<file path="config.mk">
export PLATFORM = sky130hd
export DESIGN_NAME = isdp_merge
export DESIGN_NICKNAME = d
export VERILOG_FILES = /design/src/hdl/isdp_pkg.sv /design/src/hdl/isdp_merge.sv
export SDC_FILE = /design/constraint.sdc
export NUM_CORES = 1
export LEC_CHECK = 0
export BUFFER_PORTS_ARGS = -buffer_cell sky130_fd_sc_hd__buf_4
export CORE_MARGIN = 3
export CORE_UTILIZATION = 42
export DETAILED_ROUTE_END_ITERATION = 8
export HOLD_SLACK_MARGIN = 0.1
export PLACE_DENSITY_LB_ADDON = 0.12
export SLEW_MARGIN = 25
export SYNTH_ARGS = -nofsm -noshare
export SYNTH_HDL_FRONTEND = slang
export SYNTH_SLANG_ARGS = --single-unit
</file>
<file path="constraint.sdc">
create_clock -name clk_i -period 2.6 [get_ports clk_i]
set_clock_uncertainty 0.15 [all_clocks]
set_input_delay 0.78 -clock clk_i [delete_from_list [all_inputs] [get_ports clk_i]]
set_output_delay 0.78 -clock clk_i [all_outputs]
set_load 0.02 [all_outputs]
</file>
<file path="src/hdl/isdp_pkg.sv">
// ----------------------------------------------------------------------------
// isdp_pkg
// Shared types and constants of the int8 scaled dot product block.
// ----------------------------------------------------------------------------
package isdp_pkg;

  // Default lane count, and the number of int8 lanes one 64-bit word holds
  localparam int unsigned LANES_DEF  = 8;
  localparam int unsigned WORD_BYTES = 8;

  localparam int unsigned PROD_W  = 16;  // int8 x int8 product
  localparam int unsigned ACC_W   = 32;
  localparam int unsigned SCALE_W = 32;
  localparam int unsigned ROW_W   = 20;
  localparam int unsigned END_W   = 21;
  localparam int unsigned CFG_W   = 32;

  localparam logic [ACC_W-1:0]   ACT_SCALE_RST = 32'h0100_0000;  // 1.0 in Q8.24
  localparam logic [END_W-1:0]   END_ROW_RST   = 21'h10_0000;

  typedef enum logic [1:0] {
    REG_ACT_SCALE = 2'd0,
    REG_FIRST_ROW = 2'd1,
    REG_END_ROW   = 2'd2
  } cfg_reg_e;

  // Control that travels with the lane products into the merge stage
  typedef struct packed {
    logic               row_end;
    logic [SCALE_W-1:0] row_scale;
    logic [ROW_W-1:0]   row_index;
  } item_t;

  // Finished row handed to the scaling pipeline
  typedef struct packed {
    logic [ACC_W-1:0]   acc;
    logic [SCALE_W-1:0] row_scale;
    logic [ROW_W-1:0]   row_index;
  } job_t;

endpackage

</file>
<file path="src/hdl/isdp_merge.sv">
// ----------------------------------------------------------------------------
// isdp_merge
// Sums the lane products into the wrapping row accumulator and hands each
// finished row to the scaling pipeline.
// ----------------------------------------------------------------------------
module isdp_merge #(
  parameter int unsigned NL = isdp_pkg::LANES_DEF
) (
  input  logic                             clk_i,
  input  logic                             rst_ni,
  input  logic                             clear_i,
  input  logic                             a_valid_i,
  output logic                             a_ready_o,
  input  isdp_pkg::item_t                  item_i,
  input  logic [NL*isdp_pkg::PROD_W-1:0]   prod_i,
  output logic                             job_valid_o,
  output isdp_pkg::job_t                   job_o,
  input  logic                             job_ready_i
);

  localparam int unsigned SUM_W = isdp_pkg::PROD_W + $clog2(NL);

  logic signed [SUM_W-1:0]          lane_sum;
  logic [isdp_pkg::ACC_W-1:0]       acc_sum;
  logic [isdp_pkg::ACC_W-1:0]       acc_d, acc_q;
  logic                             job_valid_d, job_valid_q;
  isdp_pkg::job_t                   job_d, job_q;
  logic                             take;

  always_comb begin
    lane_sum = '0;
    for (int unsigned i = 0; i < NL; i++) begin
      lane_sum = lane_sum + SUM_W'($signed(prod_i[i*isdp_pkg::PROD_W +: isdp_pkg::PROD_W]));
    end
  end

  assign acc_sum   = acc_q + isdp_pkg::ACC_W'(lane_sum);
  assign a_ready_o = !job_valid_q || job_ready_i;
  assign take      = a_valid_i && a_ready_o;

  always_comb begin
    acc_d       = acc_q;
    job_valid_d = job_valid_q && !job_ready_i;
    job_d       = job_q;
    if (take) begin
      acc_d = item_i.row_end ? '0 : acc_sum;
      if (item_i.row_end) begin
        job_valid_d     = 1'b1;
        job_d.acc       = acc_sum;
        job_d.row_scale = item_i.row_scale;
        job_d.row_index = item_i.row_index;
      end
    end
    if (clear_i) begin
      acc_d = '0;
    end
  end

  always_ff @(posedge clk_i or negedge rst_ni) begin
    if (!rst_ni) begin
      acc_q       <= '0;
      job_valid_q <= 1'b0;
    end else begin
      acc_q       <= acc_d;
      job_valid_q <= job_valid_d;
    end
  end

  always_ff @(posedge clk_i) begin
    job_q <= job_d;
  end

  assign job_valid_o = job_valid_q;
  assign job_o       = job_q;

endmodule

</file>
==> flow_summary.yaml <==
drt:
  wirelength_um: 21900
  ant_nets: 0
  wl_per_cell_um: 14.6
  num_vias: 7095
  drc: 0
  drt_iter0_drc: 250
  via_per_inst: 4.73
  drtPass1Iterations: 4
logic_synthesis:
  yosysWarnings: 0
  synthCells: 779
  syn_area_um2: 8850
  synth-main-ff-cell: "edfxtp_1"
  ys_seq_elements: 117
  synth_edf_count: 84
  avgSynthCellArea_um2: 11.4
  syn_nets: 1118
  yosysSeqAreaShare_pct: 37.9
  synth_cell_types: 49
  synthArstFlopShare_pct: 28.2
sta:
  finalCritPeriodShare_pct: 252
  hold_violations: 0
  max_freq_mhz: 153
  setup_viol: 62
  slew_headroom_pct: 64.7
  drv_slew: 0
  setup-tns-final_ns: -191.51
  min_period_ns: 6.54
  layout_setup_ws_ns: -3.94
  rsz0062_at_grt: "true"
  tightestPinTransition_ns: 0.526
final_layout:
  nets: 1555
  diodes: 0
  drive_gt1_share_pct: 48.4
  multiInputGateArea_um2: 5530
  fill_cells: 1543
  area_delta_synth_final_pct: 58.3
  regArea_um2: 3350
  layout_common_cells: "buf_4 (398), inv_1 (191), fa_1 (98)"
  final_common_cell: "buf_4"
  finalNonFillerCells: 1499
outcome:
  outcome: "complete, but fails checks"
  violations: "setup timing"
critical_path:
  crit_family: "adder cells"
  cpMaxStageDelayCell: "fa_1"
  endpoint_kind: "flop"
  r2r_start: "acc_q[0]"
  crit_arrival_ns: 6.74
  cpMostUsedCell: "fa_1"
  slowest_delay_ns: 0.54
  path_buf_inv: 6
  worst-path-max-fanout: 5
  required_ns: 2.80
  critPathLaunchType: "input port"
  crit_start: "prod_i[34]"
  crit_type: "input port to flop"
placement:
  pre_cts_ws_ns: -4.67
  hpwlAfterDp_um: 16500
  numPlacedInstances: 1443
  place.gp.congestion: 0.907
  io_buffers: 271
grt:
  grt_usage_pct: 19.0
  grt_pass1_wl_um: 35000
  antenna_found_initial: 0
  grt_max_degree: 63
  grt_pass1_vias: 7527
  grt_overflow: 0
cts:
  clockBufferDepth: 2
  cts_tree: "built"
  cts_max_level: 4
  cts-root-buf: "clkbuf_16"
  cts_buffers: 17
  cts.sinks: 117
  clkSlewWorstSetupHoldPaths_ns: 0.06
  clk-insertion-delay-late_ns: 0.42
floorplanning:
  die_y_um: 151
  core_area_um2: 20500
  initial_core_util_pct: 43.2
  num_io_pins: 272
  dieWidth_um: 151
  dieArea_um2: 22800
  rows: 52
flow_run:
  cap_viol_max_count: 0
min_path:
  hp-class: "input port to asynchronous set/reset pin"
==> kinds of logic (layout without fill, tap and decap cells) <==
family	Yosys count	count (layout)	synth area share, %
DFF	117	117	37.9
AOI/OAI and AO/OA	159	159	13.0
buffers and inverters	219	669	9.29
adders and majority gates	153	153	30.1
and+or+nand+nor	85	85	4.99
xor gates and xnor gates	46	46	4.77
==> timing repair <==
action	in CTS	in global routing
resized for setup	79	58
setup endpoints to repair	62	62
buffers inserted	21	5
pin swaps	75	56
hold buffers	0	0
==> path summary, 6_finish.rpt <==
kind	endpoint	slack, ns	cells past startpoint
max	acc_q[29]	-3.94	26
min	acc_q[23]	0.18	1
max reg2reg	acc_q[30]	-0.46	12
min reg2reg	acc_q[15]	0.37	1
max in group asynchronous	acc_q[4]	1.77	1
min in group clk_i	acc_q[15]	0.37	1
==> state kept, by name, indices dropped and copies added (netlist names) <==
register and flops:
job_valid_o 1, job_o 84, acc_q 32
==> synth_stat cells (6+ instances only) <==
master,instances,area [µm²]
ha_1,53,663
inv_1,209,785
a21o_1,19,143
dfrtp_1,33,826
nor3_1,9,45.0
o21ai_0,15,75.1
edfxtp_1,84,2520
fa_1,100,2000
nor2b_1,7,43.8
o21ai_1,10,50.1
a22o_1,32,280
o211ai_1,6,45.0
clkbuf_1,10,37.5
xnor2_1,31,272
a21oi_1,39,195
xor2_1,14,123
nand2_1,22,82.6
a211oi_1,6,45.0
o21a_1,6,45.0
nor2_1,17,63.8
==> stage by stage <==
| step | utilization, % | cell area (µm²) | hold WS [ns] |
|---|---|---|---|
| 2_1_floorplan | - | 9090 | 0.327 |
| 3_3_place_gp | 60.7 | 12400 | 0.346 |
| 3_5_place_dp | 60.7 | 12400 | 0.351 |
| 4_1_cts | 66.7 | 13700 | 0.190 |
| 5_1_grt | 68.3 | 14000 | 0.206 |
| 6_report | 68.3 | 14000 | 0.177 |
==> per-layer routing <==
layer / part of all wire (%) / up-vias / track usage [%]
li1: - / 3426 / -
met1: 40 / 3485 / 23.4
met2: 54 / 164 / 35.1
met3: 4.8 / 20 / 3.23
met4: 1.2 / 0 / 4.13
met5: 0 / - / 0
==> layout make-up <==
| type | instances | area share [%] |
|---|---|---|
| Timing Repair Buffer | 428 | 24.0 |
| Multi-Input combinational cell | 443 | 39.5 |
| Inverter | 209 | 5.81 |
| Tap cell | 270 | 2.41 |
| Sequential cell | 117 | 23.9 |
| Clock inverter | 15 | 1.38 |
| Clock buffer | 17 | 3.04 |
Power is not shown: default switching activity piles up to over one toggle a cycle in this logic, so the estimate is an artifact.
