**src/hdl/isdp_pkg.sv**
```systemverilog
// ----------------------------------------------------------------------------
// isdp_pkg
// Shared types and constants of the int8 scaled dot product block.
// ----------------------------------------------------------------------------
package isdp_pkg;

  // Default lane count, and the number of int8 lanes one 64-bit word holds
  localparam int unsigned LANES_DEF  = 8;
  localparam int unsigned WORD_BYTES = 8;

  localparam int unsigned PROD_W  = 16;  // int8 x int8 product
  localparam int unsigned ACC_W   = 32;
  localparam int unsigned SCALE_W = 32;
  localparam int unsigned ROW_W   = 20;
  localparam int unsigned END_W   = 21;
  localparam int unsigned CFG_W   = 32;

  localparam logic [ACC_W-1:0]   ACT_SCALE_RST = 32'h0100_0000;  // 1.0 in Q8.24
  localparam logic [END_W-1:0]   END_ROW_RST   = 21'h10_0000;

  typedef enum logic [1:0] {
    REG_ACT_SCALE = 2'd0,
    REG_FIRST_ROW = 2'd1,
    REG_END_ROW   = 2'd2
  } cfg_reg_e;

  // Control that travels with the lane products into the merge stage
  typedef struct packed {
    logic               row_end;
    logic [SCALE_W-1:0] row_scale;
    logic [ROW_W-1:0]   row_index;
  } item_t;

  // Finished row handed to the scaling pipeline
  typedef struct packed {
    logic [ACC_W-1:0]   acc;
    logic [SCALE_W-1:0] row_scale;
    logic [ROW_W-1:0]   row_index;
  } job_t;

endpackage

```
**src/hdl/isdp_lane.sv**
```systemverilog
// ----------------------------------------------------------------------------
// isdp_lane
// One multiply lane: signed int8 weight times signed int8 activation,
// registered.
// ----------------------------------------------------------------------------
module isdp_lane (
  input  logic                                clk_i,
  input  logic                                en_i,
  input  logic [7:0]                          w_i,
  input  logic [7:0]                          a_i,
  output logic signed [isdp_pkg::PROD_W-1:0]  prod_o
);

  logic signed [isdp_pkg::PROD_W-1:0] prod_d;
  logic signed [isdp_pkg::PROD_W-1:0] prod_q;

  assign prod_d = $signed(w_i) * $signed(a_i);

  always_ff @(posedge clk_i) begin
    if (en_i) begin
      prod_q <= prod_d;
    end
  end

  assign prod_o = prod_q;

endmodule

```
**config.mk**
```make
export PLATFORM = sky130hd
export DESIGN_NAME = isdp_lane
export DESIGN_NICKNAME = d
export VERILOG_FILES = /design/src/hdl/isdp_pkg.sv /design/src/hdl/isdp_lane.sv
export SDC_FILE = /design/constraint.sdc
export NUM_CORES = 1
export LEC_CHECK = 0
export BUFFER_PORTS_ARGS = -buffer_cell sky130_fd_sc_hd__buf_2
export CORE_AREA = 2 2 99 82
export CTS_BUF_LIST = sky130_fd_sc_hd__clkbuf_4 sky130_fd_sc_hd__clkbuf_8
export CTS_CLUSTER_SIZE = 20
export DETAILED_ROUTE_END_ITERATION = 10
export DIE_AREA = 0 0 101 84
export MAX_ROUTING_LAYER = met4
export PLACE_DENSITY = 0.69
export SETUP_SLACK_MARGIN = 0.15
export SLEW_MARGIN = 30
export SYNTH_ARGS = -nofsm -noshare
export SYNTH_HDL_FRONTEND = slang
export SYNTH_SLANG_ARGS = --single-unit
```
**constraint.sdc**
```tcl
create_clock -name clk_i -period 8.5 [get_ports clk_i]
set_input_delay 0.85 -clock clk_i [delete_from_list [all_inputs] [get_ports clk_i]]
set_output_delay 0.85 -clock clk_i [all_outputs]
set_load 0.05 [all_outputs]
```
==> results of run 1 <==
-- cell usage after synthesis (all sizes together) --
library cell	number	share of area
o21ai	4	0.0066
o211ai	1	0.0025
xnor2	11	0.032
nor2	9	0.011
edfxtp	16	0.16
nand2	15	0.019
nor3	2	0.0033
a21oi	9	0.017
a21o	2	0.0050
fa	55	0.36
inv	88	0.11
o41ai	1	0.0054
o21a	2	0.0050
and2	43	0.089
mux2	1	0.0037
a21boi	1	0.0025
o31a	1	0.0029
nand4	2	0.0041
nand3	2	0.0033
nor2b	8	0.017
nand2b	1	0.0021
xor2	3	0.0087
ha	29	0.12
or4	1	0.0025
nor4b	1	0.0050
-- per-stage QoR --
stage	instance area [um^2]	total power, mW	cells
floorplan	3022	0.7977	308
global placement	3303	0.9296	434
detailed placement	3303	0.9526	434
CTS	3348	1.015	438
global route	3348	1.118	438
finish	3348	0.9987	438
-- kinds of logic after synthesis --
logic type,count (synthesis)
adder cells (fa/ha/maj),84
XOR/XNOR,14
AND/OR/NAND/NOR,84
buffers and inverters,88
flip-flops,16
multiplexers,1
AO/OA/AOI/OAI,21
-- layout by cell type, fill, tap and decap left out --
cell | synthesis | layout
nor2_1 | 9 | 9
nor2b_1 | 8 | 8
nand2b_1 | 1 | 1
a21oi_1 | 7 | 7
a21boi_1 | 1 | 1
or4_1 | 1 | 1
o21ai_0 | 3 | 3
ha_1 | 29 | 29
nand4_1 | 2 | 2
xor2_1 | 3 | 3
nand2_1 | 15 | 15
o211ai_1 | 1 | 1
o31a_1 | 1 | 1
mux2_2 | 1 | 1
a21o_1 | 2 | 2
and2_1 | 43 | 43
xnor2_1 | 11 | 11
nor3_1 | 2 | 2
o41ai_2 | 1 | 1
o21ai_1 | 1 | 1
clkinv_1 | 0 | 1
nand3_1 | 2 | 2
edfxtp_1 | 16 | 16
clkbuf_8 | 0 | 3
fa_1 | 55 | 55
nor4b_2 | 1 | 1
a21oi_2 | 2 | 2
buf_2 | 0 | 33
inv_1 | 88 | 88
o21a_1 | 2 | 2
-- layer usage --
metal | share of wire | track usage | vias to the layer above
li1 | - | - | 996
met1 | 0.43 | 0.1821 | 1066
met2 | 0.54 | 0.2758 | 26
met3 | 0.029 | 0.02429 | 2
met4 | 0.0017 | 0.01229 | 0
met5 | 0 | - | -
-- final timing paths --
check | endpoint | slack, ns | cells after the start
worst max-delay path | prod_o[11] | 3.76 | 15
worst min-delay path | prod_o[0] | 1.00 | 2
-- cell type report --
cell class	instances	area [um^2]
Fill cell	765	4272
Multi-Input combinational cell	204	2211
Sequential cell	16	480.5
Inverter	88	330.3
Timing Repair Buffer	33	165.2
Tap cell	93	116.4
Clock buffer	3	41.29
Clock inverter	1	3.754
-- power by group through the flow --
stage / clock (mW) / sequential, mW / combinational (mW)
finish: 0.0570 / 0.164 / 0.778
global route: 0.0631 / 0.168 / 0.887
CTS: 0.0603 / 0.165 / 0.789
detailed placement: 0 / 0.166 / 0.786
global placement: 0 / 0.167 / 0.763
floorplan: 0 / 0.279 / 0.519
==> impl_results.md, run 1 <==
- Crit Path Max Fanout: 9
- First-pass GRT wire length: about 10000 um
- Worst Hold Class: in2reg
- CTS Buf Count: 3
- Internal cell power: just under 500 uW
- Flop pwr share: 0.164
- #FFs+latches synth: 16
- NetSw: between 500 and 600 uW
- Sequential-to-total area share from yosys stat: 0.1590
- Peak VDD IR: approximately 160 uV
- Drt total wl: ~5400 um
- Initial antenna violation count: 0
- Clk buf depth: 2
- Fin crit period: between 4 and 5 ns
- Antenna Nets Post-Route: 0
- Synth Area in Compound Gates: 0.04720
- Area Overhead vs Synth: 10.81%
- XOR/XNOR Fraction of Synth Area: 0.04058
- Drt initial violations: 58
- Final core utilization: 0.4394
- Mapped Area: 3022 um^2
- Synth Area in Simple Gates: 0.1557
- Worst-path clk slew: around 0.060 ns
- Crit path kind: in2reg
- Mux cell area share after synthesis: 0.003727
- Row count: 29
- Top Ports: 34
- DRC Markers: 0
- Unrepaired setup endpoints after global routing: false
- Vias in the first global route: 2287
- Pwr per Cell Area: 298.3 nW/um^2
- CP top delay family: adder cells
- Crit. Startpoint: a_i[7]
- Final Max Tran Viols: 0
- Max reg flops: 16
- Clock share of power: 0.057
- Min-delay src: w_i[0]
- IO buf count: 33
- Core area: around 7600 um^2
- Dpl ws: roughly 3.5 ns
- Antenna diodes: 0
- Final hold slack: roughly 1.0 ns
- Gate power share: 0.779
- Total GRT Usage: 0.1510
- CTS tree: yes
- Leak: 1.672 nW
- Post-CTS sizing: 0
- Synthesized instance count: around 300
- Die X: roughly 100 um
- CP max stage delay: approximately 0.55 ns
- Highest clock rate: ~210 MHz
- Global route overflow: 0
- Crit path launch type: input pin
- Max_slew headroom: 0.7485
- Slowest stage cell, crit path: fa_1
- Die area: about 8500 um^2
- Yosys warning count: 0
- 1st-pass router iterations: 4
- Die span in y: ~84 um
- Tcrit/Tclk final: 0.5582
- CP dominant cell by count: fa_1
- Switching part of the total power: 0.5088
- Synth cell types: 27
- Max cap viols: 0
- H-tree lvl count: 1
- Hold-fix buffers at CTS: 0
- Final setup violation count: 0
- CP Cell Sequence: buf_2 -> nand2b_1 -> fa_1 -> fa_1 -> inv_1 -> fa_1 -> inv_1 -> fa_1 -> inv_1 -> ha_1 -> a21o_1 -> a21oi_2 -> a21boi_1 -> or4_1 -> nand3_1
- Adder-cell share of the synthesized area: 0.4845
- Net Count, Synth: between 400 and 500
- Placer Congestion: ~0.83
- Routed wire per std cell: between 10 and 15 um
- Actual slew at the worst max-slew pin: around 0.38 ns
- Final worst slack: between 3 and 4 ns
- Detailed placer's ending HPWL: around 4800 um
- Starting Density: 0.3966
- CTS Sinks: 16
- Synth Area per Inst: between 9 and 10 um^2
- Pin count of the biggest net entering global routing: 17
- Main combinational cell family by area after synthesis: adder cells
- Vias: approximately 2100
- Crit path DAT: around 4.9 ns
- Final hold vios: 0
- Post-CTS Setup Bufs: 0
- Clock tree root buffer cell: clkbuf_8
- CP Data Required Time: between 8 and 9 ns
- Status: completed
- Share of layout cells above drive strength 1: 0.1188
- Setup tns final: 0 ns
- Post-layout nets: approximately 450
- Number of vias per cell: 4.772
- Worst Setup End Kind: flop
- Crit path buffers/inverters: 4
(Power assumes the default switching activity.)
==> run 2, diff against run 1 <==
==> constraint.sdc (replaced) <==
create_clock -name clk_i -period 4.6 [get_ports clk_i]
set_input_delay 0.46 -clock clk_i [delete_from_list [all_inputs] [get_ports clk_i]]
set_output_delay 0.46 -clock clk_i [all_outputs]
set_load 0.05 [all_outputs]
==> impl_results.md, run 2 (synthesis gave the netlist of run 1 again) <==
- Most frequent cells in the layout: 88 x inv_1, 55 x fa_1, 43 x and2_1 (unchanged)
- Tcrit/Tclk final: 0.9219
- Crit path launch type: input pin (unchanged)
- Peak VDD IR: 425.9 uV (was 160.2 uV)
- Pwr per Cell Area: 548.6 nW/um^2 (was 298.3 nW/um^2)
- Status: completed (unchanged)
- Final hold slack: 0.6457 ns (was 1.004 ns)
- Number of vias per cell: 4.720 (was 4.772)
- Drt total wl: 5483 um (was 5396 um)
- Post-layout nets: 456 (was 448)
- Final core utilization: 0.4484 (was 0.4394)
- Die X: 101 um (unchanged)
- Die span in y: 84 um (unchanged)
- Setup tns final: 0 ns (unchanged)
- H-tree lvl count: 1 (unchanged)
- Unrepaired setup endpoints after global routing: false (unchanged)
- Clk buf depth: 2 (unchanged)
- Top Ports: 34 (unchanged)
- CTS tree: yes (unchanged)
- Final Max Tran Viols: 0 (unchanged)
- Highest clock rate: roughly 240 MHz
- Crit Path Max Fanout: 8 (was 9)
- Final setup violation count: 0 (unchanged)
- Non-Filler Instances: 446 (was 438)
- Crit path DAT: 4.23 ns (was 4.85 ns)
- Max reg flops: 16 (unchanged)
- Core area: 7620 um^2 (unchanged)
- CP Data Required Time: 4.59 ns (was 8.61 ns)
- Clock tree root buffer cell: clkbuf_8 (unchanged)
- Area Overhead vs Synth: 13.08% (was 10.81%)
- Placer Congestion: 0.8312 (was 0.8272)
- Antenna diodes: 0 (unchanged)
- Detailed placer's ending HPWL: 4858 um (was 4757 um)
- Total GRT Usage: 0.1526 (was 0.1510)
- Final instance area: 3417 um^2 (was 3348 um^2)
- Global route overflow: 0 (unchanged)
- First-pass GRT wire length: 10070 um (unchanged)
- Initial antenna violation count: 0 (unchanged)
- Vias: 2105 (was 2090)
- Final hold vios: 0 (unchanged)
- Most common cell after layout, fill and taps aside: inv_1 (unchanged)
- 1st-pass router iterations: 4 (unchanged)
- Fin crit period: around 4.2 ns
- Worst Hold Class: in2reg (unchanged)
- Max cap viols: 0 (unchanged)
- Drt initial violations: 98 (was 58)
- CTS Sinks: 16 (unchanged)
- Final worst slack: 0.3592 ns (was 3.756 ns)
- Vias in the first global route: 2262 (was 2287)
- Hold-fix buffers at CTS: 0 (unchanged)
- Leak: 1.721 nW (was 1.672 nW)
- Max_slew headroom: 0.7445 (was 0.7485)
- Crit path kind: in2reg (unchanged)
- Share of layout cells above drive strength 1: 0.1388 (was 0.1188)
- DRC Markers: 0 (unchanged)
- Dpl ws: 0.06911 ns (was 3.462 ns)
- Starting Density: 0.3966 (unchanged)
- Routed wire per std cell: 12.29 um (was 12.32 um)
- CTS Buf Count: 3 (unchanged)
- Row count: 29 (unchanged)
- Placed cell count: 442 (was 434)
- Actual slew at the worst max-slew pin: 0.3792 ns (was 0.3773 ns)
- Pin count of the biggest net entering global routing: 17 (unchanged)
- Die area: 8484 um^2 (unchanged)
- IO buf count: 33 (unchanged)
- Antenna Nets Post-Route: 0 (unchanged)
- Worst-path clk slew: 0.06 ns (about the same)
- Post-DP Area: 3363 um^2 (was 3303 um^2)
- Worst Setup End Kind: flop (unchanged)
- Final Power: 1.874 mW (was 998.7 uW)
[run 2: path summary, 6_finish.rpt]
| path | slack [ns] | cells after the start | startpoint | endpoint |
|---|---|---|---|---|
| max | 0.36 | 15 | w_i[0] | prod_o[14] |
| min | 0.65 | 1 | en_i | prod_o[3] |
[run 2: area by class of cell]
type                            count  area (um^2)
Sequential cell                    16        480.5
Clock inverter                      1        3.754
Timing Repair Buffer               41        225.2
Inverter                           88        330.3
Multi-Input combinational cell    204         2220
Clock buffer                        3        41.29
Tap cell                           93        116.4
Fill cell                         775         4203
[run 2: power by group]
| part | switching [mW] | internal, mW |
|---|---|---|
| Combinational | 0.881 | 0.588 |
| Clock | 0.0447 | 0.0590 |
| Sequential | 0.0139 | 0.288 |
| Total | 0.940 | 0.935 |
[run 2: layer usage]
| layer | up-vias | wire, um | GRT usage |
|---|---|---|---|
| met1 | 1053 | 2475 | 0.2080 |
| met5 | - | 0 | - |
| met3 | 4 | 247 | 0.02094 |
| met4 | 0 | 44 | 0.01351 |
| li1 | 1012 | - | - |
| met2 | 36 | 2715 | 0.2539 |
[run 2: repair_timing]
action                     4_1_cts  5_1_grt
resized for setup                0        1
setup endpoints to repair        0        2
setup buffers                    0        0
hold endpoints to repair         0        0
[run 2: critical path, cell delays in order]
cell      delay [ns]
buf_2           0.14
nand2b_1        0.17
fa_1            0.51
fa_1            0.54
inv_1           0.06
fa_1            0.52
inv_1           0.05
fa_1            0.53
inv_1           0.04
ha_1            0.31
o21a_1          0.19
o31a_1          0.14
nor4b_4         0.28
o21ai_1         0.13
xor2_1          0.16
